$ cat config.mk
export PLATFORM = sky130hd
export DESIGN_NAME = epoch_seconds_to_calendar
export DESIGN_NICKNAME = d
export VERILOG_FILES = /design/src/rtl/esc_pkg.sv /design/src/rtl/esc_divider.sv /design/src/rtl/esc_datapath.sv /design/src/rtl/esc_ctrl.sv /design/src/rtl/epoch_seconds_to_calendar.sv
export SDC_FILE = /design/constraint.sdc
export NUM_CORES = 2
export LEC_CHECK = 0
export BUFFER_PORTS_ARGS = -buffer_cell sky130_fd_sc_hd__buf_4
export CORE_ASPECT_RATIO = 1.2
export CORE_UTILIZATION = 55
export DETAILED_ROUTE_END_ITERATION = 8
export PLACE_DENSITY = 0.75
export SYNTH_ARGS = -nofsm -noshare
export SYNTH_HDL_FRONTEND = slang
export SYNTH_SLANG_ARGS = --single-unit
$ cat constraint.sdc
create_clock -name clk -period 8.6 [get_ports clk]
set_input_delay 0.86 -clock clk [delete_from_list [all_inputs] [get_ports clk]]
set_output_delay 0.86 -clock clk [all_outputs]
set_load 0.01 [all_outputs]
$ cat src/rtl/esc_pkg.sv
// Shared types, constants and the month table of the calendar converter.
package esc_pkg;

  localparam int EPOCH_W     = 32;
  localparam int ZONE_W      = 18;
  localparam int DIV_WIDTH   = 33;
  localparam int DIVISOR_W   = 16;
  localparam int RECIP_SHIFT = 33;
  localparam int RECIP_W     = 29;

  localparam logic signed [ZONE_W-1:0] ZONE_RESET = -18'sd28800;

  localparam logic [DIVISOR_W-1:0] DIV_MINUTE        = 16'd60;
  localparam logic [DIVISOR_W-1:0] DIV_CYCLE         = 16'd35064;
  localparam logic [DIVISOR_W-1:0] DIV_DAY           = 16'd24;
  localparam logic [DIVISOR_W-1:0] HOURS_COMMON_YEAR = 16'd8760;
  localparam logic [DIVISOR_W-1:0] HOURS_LEAP_EXTRA  = 16'd24;

  // Reciprocals rounded down; every dividend stays below 2**RECIP_SHIFT.
  localparam logic [RECIP_W-1:0] RECIP_MINUTE =
    RECIP_W'((64'd1 << RECIP_SHIFT) / 64'(DIV_MINUTE));
  localparam logic [RECIP_W-1:0] RECIP_CYCLE =
    RECIP_W'((64'd1 << RECIP_SHIFT) / 64'(DIV_CYCLE));
  localparam logic [RECIP_W-1:0] RECIP_DAY =
    RECIP_W'((64'd1 << RECIP_SHIFT) / 64'(DIV_DAY));

  localparam logic [7:0] YEAR_BASE  = 8'd70;
  localparam logic [8:0] LEAP_DAY   = 9'd60;
  localparam logic [3:0] LEAP_MONTH = 4'd1;
  localparam logic [4:0] LEAP_MDAY  = 5'd29;
  localparam logic [3:0] LAST_MONTH = 4'd11;

  typedef enum logic [2:0] {
    OP_IDLE,
    OP_SEC,
    OP_MIN,
    OP_CYCLE,
    OP_YEAR,
    OP_HOUR,
    OP_LEAP,
    OP_MONTH
  } dp_op_t;

  typedef struct packed {
    logic   load;
    dp_op_t op;
  } dp_cmd_t;

  typedef struct packed {
    logic div_done;
    logic year_found;
    logic leap_day;
    logic month_found;
  } dp_status_t;

  // Lengths of the months in a common year.
  function automatic logic [4:0] month_days(input logic [3:0] mon);
    logic [4:0] len;
    case (mon)
      4'd1:    len = 5'd28;
      4'd3:    len = 5'd30;
      4'd5:    len = 5'd30;
      4'd8:    len = 5'd30;
      4'd10:   len = 5'd30;
      default: len = 5'd31;
    endcase
    return len;
  endfunction

endpackage

$ cat src/rtl/esc_divider.sv
// Shared divider by a constant: reciprocal multiply, remainder and one correction step.
module esc_divider import esc_pkg::*; (
  input  logic                 clk,
  input  logic                 rst,
  input  logic                 start,
  input  logic [DIV_WIDTH-1:0] dividend,
  input  logic [DIVISOR_W-1:0] divisor,
  input  logic [RECIP_W-1:0]   recip,
  output logic [DIV_WIDTH-1:0] quotient,
  output logic [DIVISOR_W-1:0] remainder,
  output logic                 done
);

  localparam int PROD_W = DIV_WIDTH + RECIP_W;

  logic [2:0]           stage;
  logic [DIV_WIDTH-1:0] x;
  logic [DIVISOR_W-1:0] dsr;
  logic [RECIP_W-1:0]   rcp;
  logic [PROD_W-1:0]    product;
  logic [DIV_WIDTH-1:0] q_est;
  logic [DIV_WIDTH-1:0] q_dsr;
  logic [DIV_WIDTH-1:0] r_full;
  logic [DIVISOR_W:0]   r_est;

  // The reciprocal is rounded down, so the estimate is exact or one short.
  assign product = PROD_W'(x) * PROD_W'(rcp);
  assign q_dsr   = q_est * DIV_WIDTH'(dsr);
  assign r_full  = x - q_dsr;

  always_ff @(posedge clk) begin
    if (rst) begin
      stage <= '0;
      done  <= 1'b0;
    end else begin
      stage <= {stage[1:0], start};
      done  <= stage[2];
    end
  end

  always_ff @(posedge clk) begin
    if (start) begin
      x   <= dividend;
      dsr <= divisor;
      rcp <= recip;
    end
    if (stage[0]) q_est <= DIV_WIDTH'(product >> RECIP_SHIFT);
    if (stage[1]) r_est <= r_full[DIVISOR_W:0];
    if (stage[2]) begin
      if (r_est >= {1'b0, dsr}) begin
        quotient  <= q_est + DIV_WIDTH'(1);
        remainder <= DIVISOR_W'(r_est - {1'b0, dsr});
      end else begin
        quotient  <= q_est;
        remainder <= r_est[DIVISOR_W-1:0];
      end
    end
  end

endmodule

$ cat src/rtl/esc_datapath.sv
// Datapath: zone adjust, divisions, year stepping, leap-day check and month walk.
module esc_datapath import esc_pkg::*; (
  input  logic                     clk,
  input  logic                     rst,
  input  dp_cmd_t                  cmd,
  output dp_status_t               status,
  input  logic [EPOCH_W-1:0]       epoch_seconds,
  input  logic signed [ZONE_W-1:0] zone,
  output logic [5:0]               second,
  output logic [5:0]               minute,
  output logic [4:0]               hour,
  output logic [4:0]               day_of_month,
  output logic [3:0]               month_index,
  output logic [7:0]               years_since_1900
);

  logic [33:0]          diff;
  logic [32:0]          t_clamped;
  logic                 div_start;
  logic [DIV_WIDTH-1:0] div_dividend;
  logic [DIVISOR_W-1:0] div_divisor;
  logic [RECIP_W-1:0]   div_recip;
  logic [DIV_WIDTH-1:0] quotient;
  logic [DIVISOR_W-1:0] remainder;
  logic                 div_done;
  logic [DIVISOR_W-1:0] hrs;
  logic [8:0]           day;
  logic                 leap;
  logic [DIVISOR_W-1:0] year_len;
  logic [4:0]           month_len;

  // The difference fits a 34-bit signed value, so bit 33 is the sign.
  assign diff      = {2'b00, epoch_seconds} - {{(34 - ZONE_W){zone[ZONE_W-1]}}, zone};
  assign t_clamped = diff[33] ? '0 : diff[32:0];

  assign leap      = (years_since_1900[1:0] == 2'b00);
  assign year_len  = HOURS_COMMON_YEAR + (leap ? HOURS_LEAP_EXTRA : '0);
  assign month_len = month_days(month_index);

  assign status.div_done    = div_done;
  assign status.year_found  = (hrs < year_len);
  assign status.leap_day    = leap && (day == LEAP_DAY);
  assign status.month_found = (month_index == LAST_MONTH) || !({4'b0000, month_len} < day);

  always_comb begin
    div_start    = 1'b0;
    div_dividend = DIV_WIDTH'(t_clamped);
    div_divisor  = DIV_MINUTE;
    div_recip    = RECIP_MINUTE;
    case (cmd.op)
      OP_IDLE: begin
        div_start = cmd.load;
      end
      OP_SEC: begin
        div_start    = div_done;
        div_dividend = quotient;
      end
      OP_MIN: begin
        div_start    = div_done;
        div_dividend = quotient;
        div_divisor  = DIV_CYCLE;
        div_recip    = RECIP_CYCLE;
      end
      OP_YEAR: begin
        div_start    = status.year_found;
        div_dividend = DIV_WIDTH'(hrs);
        div_divisor  = DIV_DAY;
        div_recip    = RECIP_DAY;
      end
      default: begin
      end
    endcase
  end

  esc_divider u_divider (
    .clk      (clk),
    .rst      (rst),
    .start    (div_start),
    .dividend (div_dividend),
    .divisor  (div_divisor),
    .recip    (div_recip),
    .quotient (quotient),
    .remainder(remainder),
    .done     (div_done)
  );

  always_ff @(posedge clk) begin
    case (cmd.op)
      OP_SEC: begin
        if (div_done) second <= remainder[5:0];
      end
      OP_MIN: begin
        if (div_done) minute <= remainder[5:0];
      end
      OP_CYCLE: begin
        // At most 34 whole four-year spans of hours fit the widest adjusted count.
        if (div_done) begin
          years_since_1900 <= {quotient[5:0], 2'b00} + YEAR_BASE;
          hrs              <= remainder;
        end
      end
      OP_YEAR: begin
        if (!status.year_found) begin
          hrs              <= hrs - year_len;
          years_since_1900 <= years_since_1900 + 8'd1;
        end
      end
      OP_HOUR: begin
        if (div_done) begin
          hour <= remainder[4:0];
          day  <= quotient[8:0] + 9'd1;
        end
      end
      OP_LEAP: begin
        if (status.leap_day) begin
          month_index  <= LEAP_MONTH;
          day_of_month <= LEAP_MDAY;
        end else begin
          month_index <= '0;
          // Past Feb 29 the common-year table applies one day earlier.
          if (leap && (day > LEAP_DAY)) day <= day - 9'd1;
        end
      end
      OP_MONTH: begin
        if (!status.month_found) begin
          day         <= day - {4'b0000, month_len};
          month_index <= month_index + 4'd1;
        end else begin
          day_of_month <= day[4:0];
        end
      end
      default: begin
      end
    endcase
  end

endmodule

$ cat src/rtl/esc_ctrl.sv
// Controller that sequences the conversion steps of one timestamp.
module esc_ctrl import esc_pkg::*; (
  input  logic       clk,
  input  logic       rst,
  input  logic       start,
  input  dp_status_t status,
  output dp_cmd_t    cmd,
  output logic       busy,
  output logic       done
);

  typedef enum logic [3:0] {
    S_IDLE,
    S_SEC,
    S_MIN,
    S_CYCLE,
    S_YEAR,
    S_HOUR,
    S_LEAP,
    S_MONTH,
    S_DONE
  } state_t;

  state_t state;

  assign busy = (state != S_IDLE);
  assign done = (state == S_DONE);

  always_comb begin
    cmd.load = start && (state == S_IDLE);
    case (state)
      S_SEC:   cmd.op = OP_SEC;
      S_MIN:   cmd.op = OP_MIN;
      S_CYCLE: cmd.op = OP_CYCLE;
      S_YEAR:  cmd.op = OP_YEAR;
      S_HOUR:  cmd.op = OP_HOUR;
      S_LEAP:  cmd.op = OP_LEAP;
      S_MONTH: cmd.op = OP_MONTH;
      default: cmd.op = OP_IDLE;
    endcase
  end

  always_ff @(posedge clk) begin
    if (rst) begin
      state <= S_IDLE;
    end else begin
      case (state)
        S_IDLE:  if (start) state <= S_SEC;
        S_SEC:   if (status.div_done) state <= S_MIN;
        S_MIN:   if (status.div_done) state <= S_CYCLE;
        S_CYCLE: if (status.div_done) state <= S_YEAR;
        S_YEAR:  if (status.year_found) state <= S_HOUR;
        S_HOUR:  if (status.div_done) state <= S_LEAP;
        S_LEAP:  state <= status.leap_day ? S_DONE : S_MONTH;
        S_MONTH: if (status.month_found) state <= S_DONE;
        default: state <= S_IDLE;
      endcase
    end
  end

endmodule

$ cat src/rtl/epoch_seconds_to_calendar.sv
// Top level of the Unix timestamp to calendar converter.
//
//   channel  | handshake          | payload
//   ---------+--------------------+----------------------------------------------
//   input    | start, busy        | epoch_seconds
//   result   | done               | second, minute, hour, day_of_month,
//            |                    | month_index, years_since_1900
//   config   | psel, penable, ... | paddr, pwdata, prdata (zone_offset_seconds)
//
// After the input beat the result follows four divider passes, year stepping, one leap
// check and a month walk (skipped on Feb 29), and is taken in the done cycle.
// busy is high from the cycle after accept through the done cycle.
// Results stand for the single done cycle; the receiver cannot stall them.
// Synchronous reset returns to idle and loads the zone offset with -28800.
module epoch_seconds_to_calendar import esc_pkg::*; (
  input  logic               clk,
  input  logic               rst,
  input  logic               start,
  output logic               busy,
  input  logic [EPOCH_W-1:0] epoch_seconds,
  output logic               done,
  output logic [5:0]         second,
  output logic [5:0]         minute,
  output logic [4:0]         hour,
  output logic [4:0]         day_of_month,
  output logic [3:0]         month_index,
  output logic [7:0]         years_since_1900,
  input  logic               psel,
  input  logic               penable,
  input  logic               pwrite,
  input  logic [2:0]         paddr,
  input  logic [31:0]        pwdata,
  output logic [31:0]        prdata,
  output logic               pready
);

  logic signed [ZONE_W-1:0] zone;
  dp_cmd_t                  cmd;
  dp_status_t               status;
  logic                     zone_sel;

  assign pready   = 1'b1;
  assign zone_sel = (paddr[2] == 1'b0);
  assign prdata   = zone_sel ? {{(32 - ZONE_W){zone[ZONE_W-1]}}, zone} : '0;

  always_ff @(posedge clk) begin
    if (rst) begin
      zone <= ZONE_RESET;
    end else if (psel && penable && pwrite && pready && zone_sel) begin
      zone <= pwdata[ZONE_W-1:0];
    end
  end

  esc_ctrl u_ctrl (
    .clk   (clk),
    .rst   (rst),
    .start (start),
    .status(status),
    .cmd   (cmd),
    .busy  (busy),
    .done  (done)
  );

  esc_datapath u_datapath (
    .clk             (clk),
    .rst             (rst),
    .cmd             (cmd),
    .status          (status),
    .epoch_seconds   (epoch_seconds),
    .zone            (zone),
    .second          (second),
    .minute          (minute),
    .hour            (hour),
    .day_of_month    (day_of_month),
    .month_index     (month_index),
    .years_since_1900(years_since_1900)
  );

endmodule

# After elaboration in Yosys (flattened, before gate mapping)
# Index checks and enable logic that the tools add are counted.
# Widths: inputs -> output; s select.
[totals] latch_bits=0 out_inout_bits=69 mem_bits_ro=0 regBits=255 mem_bits_rw=0 word_cells=138 n_memories=0
[classes] shift=0 reduce_logical=25 add_sub_neg=12 n_mux=37 div_mod_pow=0 n_eq_ne=37 n_mul=2 n_lt_le_gt_ge=4 n_bitwise=1
[ops] cell="$pmux 33 s2" n=1
[ops] cell="$pmux 16 s2" n=2
[ops] cell="$mul 33x29->62" n=1
[ops] cell="$pmux 29 s2" n=1
[ops] cell="$mux 16" n=3
[ops] cell="$mux 4" n=9
[ops] cell="$mux 9" n=4
[ops] cell="$sub 33x18->34" n=1
[ops] cell="$mux 33" n=1
[ops] cell="$mux 32" n=1
[ops] cell="$pmux 4 s8" n=1
[ops] cell="$sub 16x16->16" n=2
[ops] cell="$add 29x1->30 const B" n=1
[ops] cell="$mul 29x16->17" n=1
[ops] cell="$mux 29" n=1
[ops] cell="$pmux 9 s3" n=1
[ops] cell="$pmux 3 s7" n=1
[ops] cell="$eq 4x3->1 const B" n=5
[ops] cell="$ne 2x2->1 const B" n=10
[ops] cell="$ge 17x16->1" n=1
[ops] cell="$sub 17x17->17" n=1
[ops] cell="$add 14x16->16 const A" n=1
[ops] cell="$eq 4x4->1 const B" n=4
[ops] cell="$lt 16x16->1" n=1
[ops] cell="other kinds (39)" n=63

# Logic depth before layout (Yosys ltp)
[logic_depth] ltp_word=8 mapped_depth=31

# By module
# Synthesis repeated with hierarchy kept, for this count alone.
[hier_totals] hier_cells=5125 hier_area_um2=48894.4
[by_module_without_submodules] mod="esc_divider" n_inst=1 cells_per_inst=4294 area_per_inst_um2=41901.4
[by_module_without_submodules] mod="esc_datapath" n_inst=1 cells_per_inst=676 area_per_inst_um2=5635.4
[by_module_without_submodules] mod="epoch_seconds_to_calendar" n_inst=1 cells_per_inst=114 area_per_inst_um2=1034.7
[by_module_without_submodules] mod="esc_ctrl" n_inst=1 cells_per_inst=41 area_per_inst_um2=322.8

# Least setup slack after synthesis
# Ideal clock, no wire load.
[synth_path] path_kind="register to register" from="register u_datapath.u_divider.rcp[26]" to="register u_datapath.u_divider.q_est[22] (data pin)" required_time_ps=8340 setup_ps=260 n_path_buf=3 path_stages_with_launch=28 arrival_ps=7805 slack_ps=535 path_cell_list="edfxtp_1 > clkbuf_1 > clkbuf_1 > buf_1 > nand2_1 > inv_1 > fa_1 > fa_1 > fa_1 > inv_1 > fa_1 > inv_1 > fa_1 > fa_1 > fa_1 > inv_1 > fa_1 > inv_1 > ha_1 > a21o_1 > a221o_1 > a221o_1 > a211oi_2 > a21o_2 > a21oi_2 > a22o_4 > a221oi_2 > xnor2_1"
[synth_between] elab_chain_cells=1
[synth_rtl] element="from (decl)" line="esc_divider.sv:19" text="logic [RECIP_W-1:0] rcp;"
[synth_rtl] element="from (signal assigned)" line="esc_divider.sv:45" text="rcp <= recip;"
[synth_rtl] element="$mul 33x29->62" line="esc_divider.sv:27" text="assign product = PROD_W'(x) * PROD_W'(rcp);"
[synth_rtl] element="named net u_datapath.u_divider.product[55]" line="esc_divider.sv:20" text="logic [PROD_W-1:0] product;"
[synth_rtl] element="to (signal assigned)" line="esc_divider.sv:47" text="if (stage[0]) q_est <= DIV_WIDTH'(product >> RECIP_SHIFT);"
[synth_rtl] element="to (decl)" line="esc_divider.sv:21" text="logic [DIV_WIDTH-1:0] q_est;"
# The timed path passes the listed nets, and every way through them passes these cells.
# A chain may end at the register's enable or synchronous reset.

# Final worst setup path
# Ends and elaborated chain as after synthesis.

==> out/results.txt <==
CP Class - register to register
cell mode on critical path - fa_1
Least-Margin Pin Slew - 1250 ps
CP delay by family, top - adder cells
post-synthesis async set-or-reset flop share - 0%
sequential area share after synthesis - 15.6%
most common cell after layout, fill and taps aside - inv_1
Req. time, crit path - 8860 ps
DRC - 6
Synth Area in Compound Gates - 6.86%
final setup margin - 279 ps
Avg Synthesized Cell Area - 9.92 um2
Post-Syn Area - 39600 um2
HPWL Detailed - 92.3 mm
Diodes inserted - 0
CP arrival - 8590 ps
Synth Area in Adders - 52.4%
Starting DRT DRC Count - 2003
worst-path maximum fanout - 43
total clock buffers created by CTS - 24
number of antenna violations at the first check in global routing - 0
DRT antenna net count - 0
Yosys top cell by area - fa_1
Fin Hold WS - 456 ps
first drt pass iteration count - 9
final hold violation count - 0
clk root buf - clkbuf_16
fin crit period - 8320 ps
overall routing resource usage - 30.0%
H-tree Lvls - 1
largest family of logic cells by synthesized area - adder cells
CTS tree - done
final setup vio count - 0
initial core utilization - 55.7%
FF/Latch Area - 6200 um2
DR vias - 28200
area of the multi-input gates - 28900 um2
fin crit share - 96.8%
clock slew at reported path FFs - 60 ps
Post-synth top flop - edfxtp_1
Clock Sinks - 215
Clock Latency Late Sink - 550 ps
nets@finish - 5468
CORE AREA - 71100 um2
max_cap viols - 0
Yosys reg bits - 215
commonest cells after routing, fill and taps aside - inv_1 (1091), fa_1 (735), ha_1 (474), nand2_1 (290), buf_4 (246)
Hold Buf Count CTS - 0
worst hold path class - register to register
top post-synthesis cells by area - fa_1 (37%), ha_1 (15%), edfxtp_1 (14%), inv_1 (10%), xnor2_1 (3.5%)
Worst Setup Start Kind - register
Yosys Warn Count - 0
first-pass GRT wire length - 164 mm
DP Worst Slack - 171 ps
syn nets - 5276
status - complete, but fails checks
placed cells - 5080
Max stage delay cell, worst path - fa_1
pin count of the biggest net entering global routing - 48
EDFF count, synth - 189
Post-Synth XOR/XNOR Area - 5.06%
Die Span Y - 296 um
worst clock skew - 39.4 ps
mux cell area share after synthesis - 0.164%
Die W - 247 um
Setup crit end kind - register
Final TNS setup - 0 ps
vias in the first global route - 29600
top cell type's share of synthesized area - 37.3%
final slew viol count - 0
fillcell total - 5819
Mapped Cells - 3992
die area - 73100 um2
CTS max path bufs - 3
final non-filler cell total - 5128
Routability Congestion - 1.00
WP buf/inv - 7
Fmax - 0.120 GHz
Routed WL - 106 mm
post-synth cell types - 87
slowest stage delay, CP - 570 ps
share of cells above drive strength 1 - 8.31%
total congestion overflow - 0
RSZ-0062 raised after global routing - false
IO buf count - 124
Cell Rows - 107
failing checks - design-rule violations
DR WL/cell - 20.7 um
simple-gate portion of the synthesized area - 8.45%
vias per cell - 5.50
I/O pins - 142
Relative slew margins - 15.7%
area added between synthesis and finish - 9.21%
==> synthesized netlist by cell type (49+ instances only) <==
cell type	instances
fa_1	737
nand2_1	291
and2_1	49
clkbuf_1	56
nand3_1	58
a21oi_1	104
xnor2_1	158
inv_1	1094
o21ai_0	91
ha_1	474
xor2_1	71
nor2_1	158
edfxtp_1	189
==> metrics by stage <==
| stage | instance area, um2 | utilization [%] |
|---|---|---|
| 6_report | 43200 | 60.8 |
| 5_1_grt | 43200 | 60.8 |
| 4_1_cts | 43200 | 60.7 |
| 3_5_place_dp | 42300 | 59.5 |
| 3_3_place_gp | 42300 | 59.5 |
| 2_1_floorplan | 39600 | - |
==> logic make-up (layout without fill, tap and decap cells) <==
group,Yosys count,count (layout)
and+or+nand+nor,723,723
other,1,1
xor gates and xnor gates,229,229
muxes,6,6
AOI/OAI and AO/OA,413,413
buffers and inverters,1189,1399
DFF,215,215
adders and majority gates,1216,1216
==> what timing repair did <==
item,CTS,global route
buffers inserted,0,3
endpoints found under the setup margin,0,14
resized for setup,0,16
==> worst reg2reg max path, delay by kind of cell, from the launching register on <==
kind | cells | cell delay (ps)
DFF | 1 | 370
xor gates and xnor gates | 1 | 110
buffers and inverters | 7 | 1060
AOI/OAI and AO/OA | 7 | 1800
adders and majority gates | 9 | 4160
and+or+nand+nor | 2 | 520
==> state kept, by name, indices dropped and copies added (netlist names), 6 cells and up <==
register,count
u_datapath.day,9
u_datapath.hrs,16
u_datapath.minute,6
u_datapath.second,6
u_datapath.u_divider.q_est,29
u_datapath.u_divider.quotient,30
u_datapath.u_divider.r_est,17
u_datapath.u_divider.remainder,16
u_datapath.u_divider.x,33
u_datapath.years_since_1900,8
zone,18
==> layout make-up <==
type                       instances  share of cell area, %
multi-input combinational       2588                   66.9
sequential                       215                   14.3
inverter                        1102                   9.57
timing repair buffer             253                   4.61
tap                              926                   2.68
clock buffer                      37                   1.62
clock inverter                     7                  0.338
==> routing by layer <==
metal / routed length, um / up-vias / part of all wire, % / GRT usage [%]
li1: - / 12700 / - / -
met1: 39500 / 14100 / 37 / 36.5
met2: 52700 / 1044 / 50 / 52.0
met3: 6490 / 316 / 6.1 / 3.53
met4: 7260 / 0 / 6.8 / 16.6
met5: 0 / - / 0 / 0
==> worst paths after layout <==
path                           startpoint  depth (start not counted)                             end  slack (ps)
max          u_datapath.u_divider.rcp[26]                         26  u_datapath.u_divider.q_est[22]         280
min reg2reg                       zone[5]                          2                         zone[5]         460
min                               zone[5]                          2                         zone[5]         460
max reg2reg  u_datapath.u_divider.rcp[26]                         26  u_datapath.u_divider.q_est[22]         280
Power is left out: the tool's default activity adds up to more than one toggle a clock period on the data nets, which glitch-free logic cannot reach.
